===== src/rtl/ibs_pkg.sv =====
// ----------------------------------------------------------------------------
// ibs_pkg
// Shared widths, codes and the result word type of the interval bracket
// search unit.
// ----------------------------------------------------------------------------
package ibs_pkg;

    localparam int DATA_W = 32;
    localparam int IDX_W  = 6;
    localparam int STAT_W = 2;
    localparam int CFG_W  = 7;
    localparam int SLOT_W = 6;

    localparam logic OP_LOAD  = 1'b0;
    localparam logic OP_QUERY = 1'b1;

    localparam logic [STAT_W-1:0] STATUS_INSIDE = 2'd0;
    localparam logic [STAT_W-1:0] STATUS_BELOW  = 2'd1;
    localparam logic [STAT_W-1:0] STATUS_ABOVE  = 2'd2;

    localparam logic [CFG_W-1:0] ENTRIES_RESET = 7'd2;

    typedef struct packed {
        logic [IDX_W-1:0]  lower;
        logic [IDX_W-1:0]  upper;
        logic [STAT_W-1:0] status;
    } ibs_result_t;

endpackage


===== src/rtl/ibs_table_ram.sv =====
// ----------------------------------------------------------------------------
// ibs_table_ram
// Breakpoint table: one write port and one read port, read data registered.
// ----------------------------------------------------------------------------
module ibs_table_ram
    import ibs_pkg::*;
#(
    parameter int DEPTH  = 64,
    parameter int ADDR_W = 6
)
(
    input  logic                     clk,
    input  logic                     wr_en,
    input  logic [ADDR_W-1:0]        wr_addr,
    input  logic signed [DATA_W-1:0] wr_data,
    input  logic                     rd_en,
    input  logic [ADDR_W-1:0]        rd_addr,
    output logic signed [DATA_W-1:0] rd_data
);

    logic signed [DATA_W-1:0] mem [DEPTH];

    always_ff @(posedge clk)
    begin
        if (wr_en)
        begin
            mem[wr_addr] <= wr_data;
        end
    end

    always_ff @(posedge clk)
    begin
        if (rd_en)
        begin
            rd_data <= mem[rd_addr];
        end
    end

endmodule


===== src/rtl/ibs_scan_engine.sv =====
// ----------------------------------------------------------------------------
// ibs_scan_engine
// Walks the entries in use one per cycle, tracking minimum, maximum and the
// first entry above the query value, then forms the bracket word.
// ----------------------------------------------------------------------------
module ibs_scan_engine
    import ibs_pkg::*;
#(
    parameter int TABLE_DEPTH = 64,
    parameter int ADDR_W      = 6
)
(
    input  logic                     clk,
    input  logic                     rst_n,
    input  logic                     start,
    input  logic signed [DATA_W-1:0] query_value,
    input  logic [CFG_W-1:0]         entries_in_use,
    output logic                     idle,
    output logic                     rd_en,
    output logic [ADDR_W-1:0]        rd_addr,
    input  logic signed [DATA_W-1:0] rd_data,
    output logic                     res_valid,
    output ibs_result_t              res_word,
    input  logic                     res_take
);

    localparam int I_W = (ADDR_W < CFG_W) ? ADDR_W : CFG_W;

    typedef enum logic [2:0] {
        ST_IDLE   = 3'b001,
        ST_SCAN   = 3'b010,
        ST_FINISH = 3'b100
    } state_t;

    state_t                   state_reg, state_next;
    logic [I_W-1:0]           issue_idx_reg, issue_idx_next;
    logic                     issue_run_reg, issue_run_next;
    logic                     data_valid_reg, data_valid_next;
    logic [I_W-1:0]           data_idx_reg, data_idx_next;
    logic [I_W-1:0]           last_reg, last_next;
    logic signed [DATA_W-1:0] x_reg, x_next;
    logic signed [DATA_W-1:0] mn_reg, mn_next;
    logic signed [DATA_W-1:0] mx_reg, mx_next;
    logic                     found_reg, found_next;
    logic [I_W-1:0]           k_reg, k_next;

    logic [CFG_W-1:0]         cfg_m1;
    logic                     first_elem;

    assign cfg_m1     = entries_in_use - CFG_W'(1);
    assign first_elem = (data_idx_reg == '0);

    assign idle      = (state_reg == ST_IDLE);
    assign rd_en     = (state_reg == ST_SCAN) && issue_run_reg;
    assign rd_addr   = ADDR_W'(issue_idx_reg);
    assign res_valid = (state_reg == ST_FINISH);

    always_comb
    begin
        state_next      = state_reg;
        issue_idx_next  = issue_idx_reg;
        issue_run_next  = issue_run_reg;
        data_valid_next = rd_en;
        data_idx_next   = issue_idx_reg;
        last_next       = last_reg;
        x_next          = x_reg;
        mn_next         = mn_reg;
        mx_next         = mx_reg;
        found_next      = found_reg;
        k_next          = k_reg;

        case (state_reg)
            ST_IDLE:
            begin
                if (start)
                begin
                    // Entry count is clamped to the range 2 .. TABLE_DEPTH.
                    if (entries_in_use < CFG_W'(2))
                    begin
                        last_next = I_W'(1);
                    end
                    else if (32'(entries_in_use) > TABLE_DEPTH)
                    begin
                        last_next = I_W'(TABLE_DEPTH - 1);
                    end
                    else
                    begin
                        last_next = I_W'(cfg_m1);
                    end
                    x_next         = query_value;
                    issue_idx_next = '0;
                    issue_run_next = 1'b1;
                    found_next     = 1'b0;
                    state_next     = ST_SCAN;
                end
            end
            ST_SCAN:
            begin
                if (issue_run_reg)
                begin
                    if (issue_idx_reg == last_reg)
                    begin
                        issue_run_next = 1'b0;
                    end
                    else
                    begin
                        issue_idx_next = issue_idx_reg + I_W'(1);
                    end
                end
                if (data_valid_reg)
                begin
                    if (first_elem || (rd_data < mn_reg))
                    begin
                        mn_next = rd_data;
                    end
                    if (first_elem || (rd_data > mx_reg))
                    begin
                        mx_next = rd_data;
                    end
                    // The last entry in use never counts as the first one above.
                    if (!found_reg && (data_idx_reg != last_reg) && (rd_data > x_reg))
                    begin
                        found_next = 1'b1;
                        k_next     = data_idx_reg;
                    end
                    if (data_idx_reg == last_reg)
                    begin
                        state_next = ST_FINISH;
                    end
                end
            end
            ST_FINISH:
            begin
                if (res_take)
                begin
                    state_next = ST_IDLE;
                end
            end
            default:
            begin
                state_next = ST_IDLE;
            end
        endcase
    end

    always_comb
    begin
        res_word.lower  = '0;
        res_word.upper  = '0;
        res_word.status = STATUS_INSIDE;
        if (x_reg < mn_reg)
        begin
            res_word.status = STATUS_BELOW;
        end
        else if (x_reg > mx_reg)
        begin
            res_word.status = STATUS_ABOVE;
        end
        else if ((x_reg == mn_reg) || (found_reg && (k_reg == '0)))
        begin
            res_word.upper = IDX_W'(1);
        end
        else if (found_reg)
        begin
            res_word.lower = IDX_W'(k_reg - I_W'(1));
            res_word.upper = IDX_W'(k_reg);
        end
        else
        begin
            res_word.lower = IDX_W'(last_reg - I_W'(1));
            res_word.upper = IDX_W'(last_reg);
        end
    end

    always_ff @(posedge clk or negedge rst_n)
    begin
        if (!rst_n)
        begin
            state_reg      <= ST_IDLE;
            issue_run_reg  <= 1'b0;
            data_valid_reg <= 1'b0;
        end
        else
        begin
            state_reg      <= state_next;
            issue_run_reg  <= issue_run_next;
            data_valid_reg <= data_valid_next;
        end
    end

    always_ff @(posedge clk)
    begin
        issue_idx_reg <= issue_idx_next;
        data_idx_reg  <= data_idx_next;
        last_reg      <= last_next;
        x_reg         <= x_next;
        mn_reg        <= mn_next;
        mx_reg        <= mx_next;
        found_reg     <= found_next;
        k_reg         <= k_next;
    end

endmodule


===== src/rtl/interval_bracket_search_unit.sv =====
// ----------------------------------------------------------------------------
// interval_bracket_search_unit
// Ascending breakpoint table with load and bracket query words.
//
//   Channel  | Signals                                         | Dir
//   ---------+-------------------------------------------------+-----
//   input    | in_valid, in_ready, opcode, entry_index,        | in
//            | sample_value                                    |
//   output   | out_valid, out_ready, lower_index, upper_index, | out
//            | position_status                                 |
//   config   | cfg_write_en, cfg_write_data                    | in
//
// A load word is written on accept. A query word sweeps the N entries in use
// (N being the clamped entry count) through the single read port of the
// table, one entry per cycle, before its result reaches the result register.
// Reset clears control state only; table contents are undefined until loaded.
// The next word is accepted once the engine is idle; a result waiting in the
// output register stalls only the following query at its last step.
// ----------------------------------------------------------------------------
module interval_bracket_search_unit
    import ibs_pkg::*;
#(
    parameter int TABLE_DEPTH = 64
)
(
    input  logic                     clk,
    input  logic                     rst_n,
    input  logic                     in_valid,
    output logic                     in_ready,
    input  logic                     opcode,
    input  logic [SLOT_W-1:0]        entry_index,
    input  logic signed [DATA_W-1:0] sample_value,
    output logic                     out_valid,
    input  logic                     out_ready,
    output logic [IDX_W-1:0]         lower_index,
    output logic [IDX_W-1:0]         upper_index,
    output logic [STAT_W-1:0]        position_status,
    input  logic                     cfg_write_en,
    input  logic [CFG_W-1:0]         cfg_write_data
);

    localparam int ADDR_W = (TABLE_DEPTH > 1) ? $clog2(TABLE_DEPTH) : 1;

    logic [CFG_W-1:0]         entries_reg;
    logic                     out_valid_reg, out_valid_next;
    ibs_result_t              out_word_reg;

    logic                     in_accept;
    logic                     load_wr;
    logic                     query_start;
    logic                     engine_idle;
    logic                     rd_en;
    logic [ADDR_W-1:0]        rd_addr;
    logic signed [DATA_W-1:0] rd_data;
    logic                     res_valid;
    ibs_result_t              res_word;
    logic                     res_take;

    assign in_ready    = engine_idle;
    assign in_accept   = in_valid && in_ready;
    assign query_start = in_accept && (opcode == OP_QUERY);
    // Loads only land while the engine is idle, so no read can race a write.
    assign load_wr     = in_accept && (opcode == OP_LOAD)
                         && (32'(entry_index) < TABLE_DEPTH);

    ibs_table_ram #(
        .DEPTH  (TABLE_DEPTH),
        .ADDR_W (ADDR_W)
    ) u_table (
        .clk     (clk),
        .wr_en   (load_wr),
        .wr_addr (ADDR_W'(entry_index)),
        .wr_data (sample_value),
        .rd_en   (rd_en),
        .rd_addr (rd_addr),
        .rd_data (rd_data)
    );

    ibs_scan_engine #(
        .TABLE_DEPTH (TABLE_DEPTH),
        .ADDR_W      (ADDR_W)
    ) u_engine (
        .clk            (clk),
        .rst_n          (rst_n),
        .start          (query_start),
        .query_value    (sample_value),
        .entries_in_use (entries_reg),
        .idle           (engine_idle),
        .rd_en          (rd_en),
        .rd_addr        (rd_addr),
        .rd_data        (rd_data),
        .res_valid      (res_valid),
        .res_word       (res_word),
        .res_take       (res_take)
    );

    assign res_take = res_valid && (!out_valid_reg || out_ready);

    always_comb
    begin
        out_valid_next = out_valid_reg;
        if (res_take)
        begin
            out_valid_next = 1'b1;
        end
        else if (out_ready)
        begin
            out_valid_next = 1'b0;
        end
    end

    always_ff @(posedge clk or negedge rst_n)
    begin
        if (!rst_n)
        begin
            entries_reg   <= ENTRIES_RESET;
            out_valid_reg <= 1'b0;
        end
        else
        begin
            if (cfg_write_en)
            begin
                entries_reg <= cfg_write_data;
            end
            out_valid_reg <= out_valid_next;
        end
    end

    always_ff @(posedge clk)
    begin
        if (res_take)
        begin
            out_word_reg <= res_word;
        end
    end

    assign out_valid       = out_valid_reg;
    assign lower_index     = out_word_reg.lower;
    assign upper_index     = out_word_reg.upper;
    assign position_status = out_word_reg.status;

    // An out-of-range result carries zero indices.
    a_out_of_range_zero: assert property (@(posedge clk) disable iff (!rst_n)
        (out_valid && (position_status != STATUS_INSIDE))
            |-> ((lower_index == '0) && (upper_index == '0)))
        else $error("out-of-range result with nonzero indices");

    // An inside result always names two neighboring entries.
    a_inside_adjacent: assert property (@(posedge clk) disable iff (!rst_n)
        (out_valid && (position_status == STATUS_INSIDE))
            |-> (upper_index == IDX_W'(lower_index + IDX_W'(1))))
        else $error("inside result indices are not adjacent");

    // A query keeps the input side closed in the following cycle.
    a_query_busy: assert property (@(posedge clk) disable iff (!rst_n)
        (in_valid && in_ready && (opcode == OP_QUERY)) |=> !in_ready)
        else $error("input accepted while a query scan is running");

endmodule


===== config.mk =====
export PLATFORM = sky130hd
export DESIGN_NAME = interval_bracket_search_unit
export DESIGN_NICKNAME = d
export VERILOG_FILES = /design/src/rtl/ibs_pkg.sv /design/src/rtl/ibs_table_ram.sv /design/src/rtl/ibs_scan_engine.sv /design/src/rtl/interval_bracket_search_unit.sv
export SDC_FILE = /design/constraint.sdc
export NUM_CORES = 2
export LEC_CHECK = 0
export BUFFER_PORTS_ARGS = -buffer_cell sky130_fd_sc_hd__clkbuf_2
export CAP_MARGIN = 20
export CORE_MARGIN = 5
export CORE_UTILIZATION = 57
export DETAILED_ROUTE_END_ITERATION = 12
export GPL_TIMING_DRIVEN = 0
export PLACE_DENSITY = 0.76
export SLEW_MARGIN = 15
export SYNTH_ARGS = -nofsm -noshare
export SYNTH_HDL_FRONTEND = slang
export SYNTH_HIERARCHICAL = 1
export SYNTH_SLANG_ARGS = --single-unit

===== constraint.sdc =====
create_clock -name clk -period 4.7 [get_ports clk]
set_input_delay 0.94 -clock clk [delete_from_list [all_inputs] [get_ports clk]]
set_output_delay 0.94 -clock clk [all_outputs]
set_load 0.01 [all_outputs]

; Word level (Yosys, flattened, before mapping)
; Memory sizes are Yosys's and may differ from the RTL's. A register that Yosys moved wholly into a read port is not among the register bits.
; Cells that the tools add are included.
[totals]
mem_count = 1
wordCells = 99
register_bits = 148
ram_bits = 2048
output_inout_bits = 16
[classes]
n_eq_ne = 14
bitwise_logic = 1
n_reduce_logical = 29
mux = 25
order_cmp = 7
add_sub_neg = 4
[mem_list]
columns = memory, words, word_bits, rd, rd_ports_with_merged_regs, wr, line
row1 = u_table.mem, 64, 32, 1, 1, 1, ibs_table_ram.sv:21  ; logic signed [DATA_W-1:0] mem [DEPTH];
[ops]
columns = op, count
row1 = > comparator 32 bit, 3
row2 = < comparator 32 bit, 2
row3 = == test 32 bit, 1
row4 = 2-to-1 mux 6 bit, 4
row5 = "subtractor 6 x 1 -> 6 bit, second input constant", 3
row6 = == test 6 bit, 2
row7 = zero test 6 bit, 2
row8 = 2-to-1 mux 12 bit, 1
row9 = 2-to-1 mux 3 bit, 4
row10 = case mux 6 bit (2 select lines), 1
row11 = AND reduction 4 bit, 3
row12 = 2-to-1 mux 1 bit, 11
row13 = case mux 3 bit (3 select lines), 1
row14 = AND reduction 3 bit, 3
row15 = logical AND 1 bit, 8
row16 = "inequality test 2 x 1 -> 1 bit, second input constant", 4
row17 = "> comparator 7 bit, second input constant", 1
row18 = "< comparator 7 x 2 -> 1 bit, second input constant", 1
row19 = "adder 6 x 1 -> 6 bit, second input constant", 1
row20 = "inequality test 2 bit, second input constant", 3
row21 = inequality test 6 bit, 1
row22 = logical OR 1 bit, 4
row23 = case mux 1 bit (2 select lines), 2
row24 = AND reduction 2 bit, 2
row25 = 9 further kinds, 12

; Longest topological paths before layout
[logic_depth]
ltp_word = 6
depth_mapped = 10
depth_no_buf = 9

; By module
; The synthesis kept the hierarchy.
[by_module_without_submodules]
columns = module, instances, area_each_um2, cells_per_inst
row1 = ibs_table_ram, 1, 78835.6, 3324
row2 = ibs_scan_engine, 1, 8366.8, 760
row3 = interval_bracket_search_unit, 1, 770.7, 36

; Worst setup path before layout
; No wires, ideal clock.
[synth_path]
path_type = reg-to-reg
start = register u_engine.state_reg[0]
end = memory u_table.mem[48][0], enable pin
synth_period_minus_slack_ns = 4.400
setup_slack_ns = 0.300
path_stages_with_launch = 7
required_ns = 4.239
n_path_buf = 0
arrival_time_ns = 3.939
cell_sequence = dfstp_2 nor3b_1 nand2_1 nor2_1 nor2b_1 nand4b_1 nor3_1
[synth_via]
elab_chain_cells = 5
[synth_rtl]
columns = item, line
row1 = "start, declared", ibs_scan_engine.sv:35  ; state_t state_reg, state_next;
row2 = "start signal, assigned", ibs_scan_engine.sv:185  ; state_reg <= state_next;
row3 = == test 3 x 1 -> 1 bit, ibs_scan_engine.sv:53  ; assign idle = (state_reg == ST_IDLE);
row4 = via in_ready, interval_bracket_search_unit.sv:29  ; output logic in_ready,
row5 = logical AND 1 bit, interval_bracket_search_unit.sv:60  ; assign in_accept = in_valid && in_ready;
row6 = logical AND 1 bit, interval_bracket_search_unit.sv:63  ; assign load_wr = in_accept && (opcode == OP_LOAD)
row7 = via load_wr, interval_bracket_search_unit.sv:49  ; logic load_wr;
row8 = 2-to-1 mux 1 bit, ibs_table_ram.sv:25  ; if (wr_en)
row9 = 2-to-1 mux 1 bit (not written as such), ibs_table_ram.sv:27  ; mem[wr_addr] <= wr_data;
row10 = "end, declared", ibs_table_ram.sv:21
; The timed path passes the listed nets, and every way through them passes these cells.

==> impl_summary.log <==
[metrics] transition time of the tightest slew-check pin: ~1300 ps
[metrics] Syn Std Cell Area: 0.08797 mm2
[metrics] initial core utilization: 57.24%
[metrics] PwrDens: ~450 mW/mm2
[metrics] cts bufs inserted: around 210
[metrics] relative slew slack: 13.09%
[metrics] kind of critical path: reg2reg
[metrics] number of synthesis warnings: 6
[metrics] Lkg Pwr: approximately 33 nW
[metrics] total global routing overflow: 0
[metrics] H-tree levels: 4
[metrics] Design Power: between 40 and 50 mW
[metrics] min cycle time layout: between 4000 and 5000 ps
[metrics] Max Root-Sink Buffers: 3
[metrics] total track usage: about a third
[metrics] Max Clock Skew: a little over 50 ps
[metrics] most used flip-flop cell after synthesis: sky130_fd_sc_hd__edfxtp_1
[metrics] via count normalized by instance count: around 7.1
[metrics] sort of element at the end of the critical path: register
[metrics] fraction of layout instances using a drive strength above 1: a little over a quarter
[metrics] via count of the first global-routing pass: between 40,000 and 50,000
[metrics] violated checks: design-rule violations, negative setup slack
[metrics] drt first-iter violations: about 8,700
[metrics] Hold/Removal Path Class: in2reg
[metrics] number of pins with negative max-slew slack in the final report: 0
[metrics] global-route wire length before repair: about 370,000 um
[metrics] Worst-path clk slew: approximately 60 ps
[metrics] residual DRC count: 1
[metrics] count of endpoints failing setup in the final report: 6
[metrics] die outline height: a little over 400 um
[metrics] Avg Synthesized Cell Area: around 21 um2
[metrics] antenna-violating nets left: 0
[metrics] leading cell type in the layout, fill and taps excluded: sky130_fd_sc_hd__edfxtp_1
[metrics] Max IR drop VDD: 0.4059 mV
[metrics] CTS tree: built
[metrics] largest net degree at the start of global routing: 66
[metrics] maximum clock rate: between 200 and 250 MHz
[metrics] sequential cell area fraction in the yosys report: 75.91%
[metrics] CTS Root Buffer Type: sky130_fd_sc_hd__clkbuf_16
[metrics] Syn-to-layout area delta: 15.18%
[metrics] Core Rows: 144
[metrics] max-cap violations: 0
[metrics] crit start category: register
[metrics] final hold violations: 0
[metrics] count of buffers inserted at the top-level ports: 60
[metrics] status: finished, violations left
[metrics] routed len/inst: slightly above 40 um
[metrics] #FFs+latches synth: 2,228
[metrics] instance count of the mapped netlist: ~4,100
[metrics] DRT Pass-1 Iters: 12
[metrics] number of synthesized flops with an enable pin: 2,209
[metrics] number of top-level design ports: 67
[metrics] count of cell types in the netlist: between 70 and 80
[metrics] width of the die: a little over 400 um
[metrics] routed vias: slightly below 50,000
[metrics] highest-count cells in the layout ignoring fill and taps: sky130_fd_sc_hd__edfxtp_1, sky130_fd_sc_hd__mux4_2, sky130_fd_sc_hd__clkbuf_16
[metrics] initial antenna violation count: 10
[metrics] number of clock sinks: approximately 2,200
[metrics] WP data required: slightly above 5000 ps
[metrics] Final GP Congestion: between 0.9 and 1
[metrics] die footprint: 0.1623 mm2
[metrics] FFs w/ async S/R, synth: less than 1%
[metrics] Post-Syn Nets: roughly 4,300
[metrics] aggregate routed wire length: between 200,000 and 300,000 um
[metrics] DP Wirelength: about 170,000 um
[metrics] worst hold slack after final layout: ~350 ps
[metrics] Skew-Pair Late Insertion Delay: ~850 ps
[metrics] post-route setup slack: -139.1 ps
[metrics] data arrival time of the critical path: roughly 5300 ps
[metrics] Max FO, Critical Path: 13
[metrics] post-route setup TNS: -503.2 ps
[metrics] max reg flops: between 2,000 and 2,500
[metrics] worst setup slack before clock tree synthesis: around 200 ps
[metrics] Final period util: 103.0%
[metrics] Top reg by flops: u_table/mem
[metrics] Std-Cell Core Area: roughly 0.15 mm2
[metrics] number of fill cells: 9,324
[metrics] Net count, final: 4,757
-- cell usage after synthesis, drive strengths merged (31+ instances only) --
| cell | count | area share (%) |
|---|---|---|
| o22ai | 87 | 0.62 |
| nor2 | 177 | 0.79 |
| ha | 162 | 2.3 |
| mux4 | 544 | 14 |
| edfxtp | 2209 | 75 |
| a21oi | 128 | 0.73 |
| nand4 | 31 | 0.23 |
| nand2 | 65 | 0.28 |
| clkbuf | 77 | 0.33 |
| mux2i | 100 | 1.1 |
| buf | 110 | 0.72 |
| o21ai | 31 | 0.18 |
| inv | 106 | 0.45 |
-- area by class of cell --
type / instances / area, um2 / share of cell area, %
Antenna cell: 8 / 20.02 / 0.01976
Inverter: 106 / 397.9 / 0.3927
Tap cell: 2044 / 2557 / 2.524
Multi-Input combinational cell: 1599 / 20400 / 20.13
Timing Repair Buffer: 213 / 3496 / 3.450
Clock inverter: 122 / 1177 / 1.162
Buffer: 187 / 927.1 / 0.9150
Sequential cell: 2228 / 66780 / 65.91
Clock buffer: 266 / 5572 / 5.499
-- critical path: stages, from the launching register on --
cell                       delay, ps
sky130_fd_sc_hd__edfxtp_1        820
sky130_fd_sc_hd__buf_2           380
sky130_fd_sc_hd__buf_2           480
sky130_fd_sc_hd__clkbuf_1        980
sky130_fd_sc_hd__clkbuf_1        580
sky130_fd_sc_hd__a311oi_1        290
sky130_fd_sc_hd__nor3_1          920
-- where the power goes --
group	leakage, nW	switching, mW	internal, mW	total (mW)
combinational	9.36	4.43	2.47	6.90
sequential	20.1	0.174	22.1	22.3
clock	3.30	7.45	9.48	16.9
total	32.7	12.1	34.0	46.1
-- layer usage --
| layer | routed length (um) | global-route usage (%) |
|---|---|---|
| met4 | 20360 | 19.19 |
| met1 | 87940 | 43.75 |
| met2 | 123200 | 50.19 |
| met3 | 40880 | 10.86 |
| met5 | 0 | 0 |
-- timing repair --
action                                 in CTS  in global routing
resized for setup                           0                  2
buffers inserted                            0                 12
setup endpoints to repair                   0                 99
hold buffers                                1                  0
endpoints found under the hold margin      11                  0
-- cell families after synthesis --
family | after synthesis | share of synthesized area (%)
flip-flops | 2228 | 75.91
multiplexers | 651 | 15.18
AND/OR/NAND/NOR | 411 | 2.323
AO/OA/AOI/OAI | 352 | 2.552
buffers and inverters | 293 | 1.498
adder cells (fa/ha/maj) | 162 | 2.304
XOR/XNOR | 23 | 0.2290
-- final timing paths --
| check | end | from | depth (start not counted) | slack (ps) |
|---|---|---|---|---|
| worst max-delay path | u_table/rd_data[8]$_DFFE_PP_ | u_engine/rd_addr[3]$_SDFFCE_PN0P_ | 6 | -140 |
| max in group asynchronous | entries_reg[1]$_DFFE_PN1P_ | rst_n | 2 | 3830 |
| min in group asynchronous | entries_reg[6]$_DFFE_PN0P_ | rst_n | 2 | 550 |
| worst min register to register | u_engine/k_reg[0]$_DFFE_PP_ | u_engine/data_idx_reg[0]$_DFF_P_ | 0 | 490 |
| worst min-delay path | entries_reg[6]$_DFFE_PN0P_ | cfg_write_data[6] | 2 | 350 |
| worst max register to register | u_table/rd_data[8]$_DFFE_PP_ | u_engine/rd_addr[3]$_SDFFCE_PN0P_ | 6 | -140 |
-- metrics by stage --
stage | std cells | utilization (%) | instance area (um2)
after floorplan | 4120 | - | 87970
after global placement | 6224 | 59.10 | 90830
after detailed placement | 6361 | 61.39 | 94340
after CTS | 6750 | 65.78 | 101100
after global routing | 6765 | 65.92 | 101300
final | 6773 | 65.93 | 101300
No activity file was read; power rests on OpenSTA's default activity.
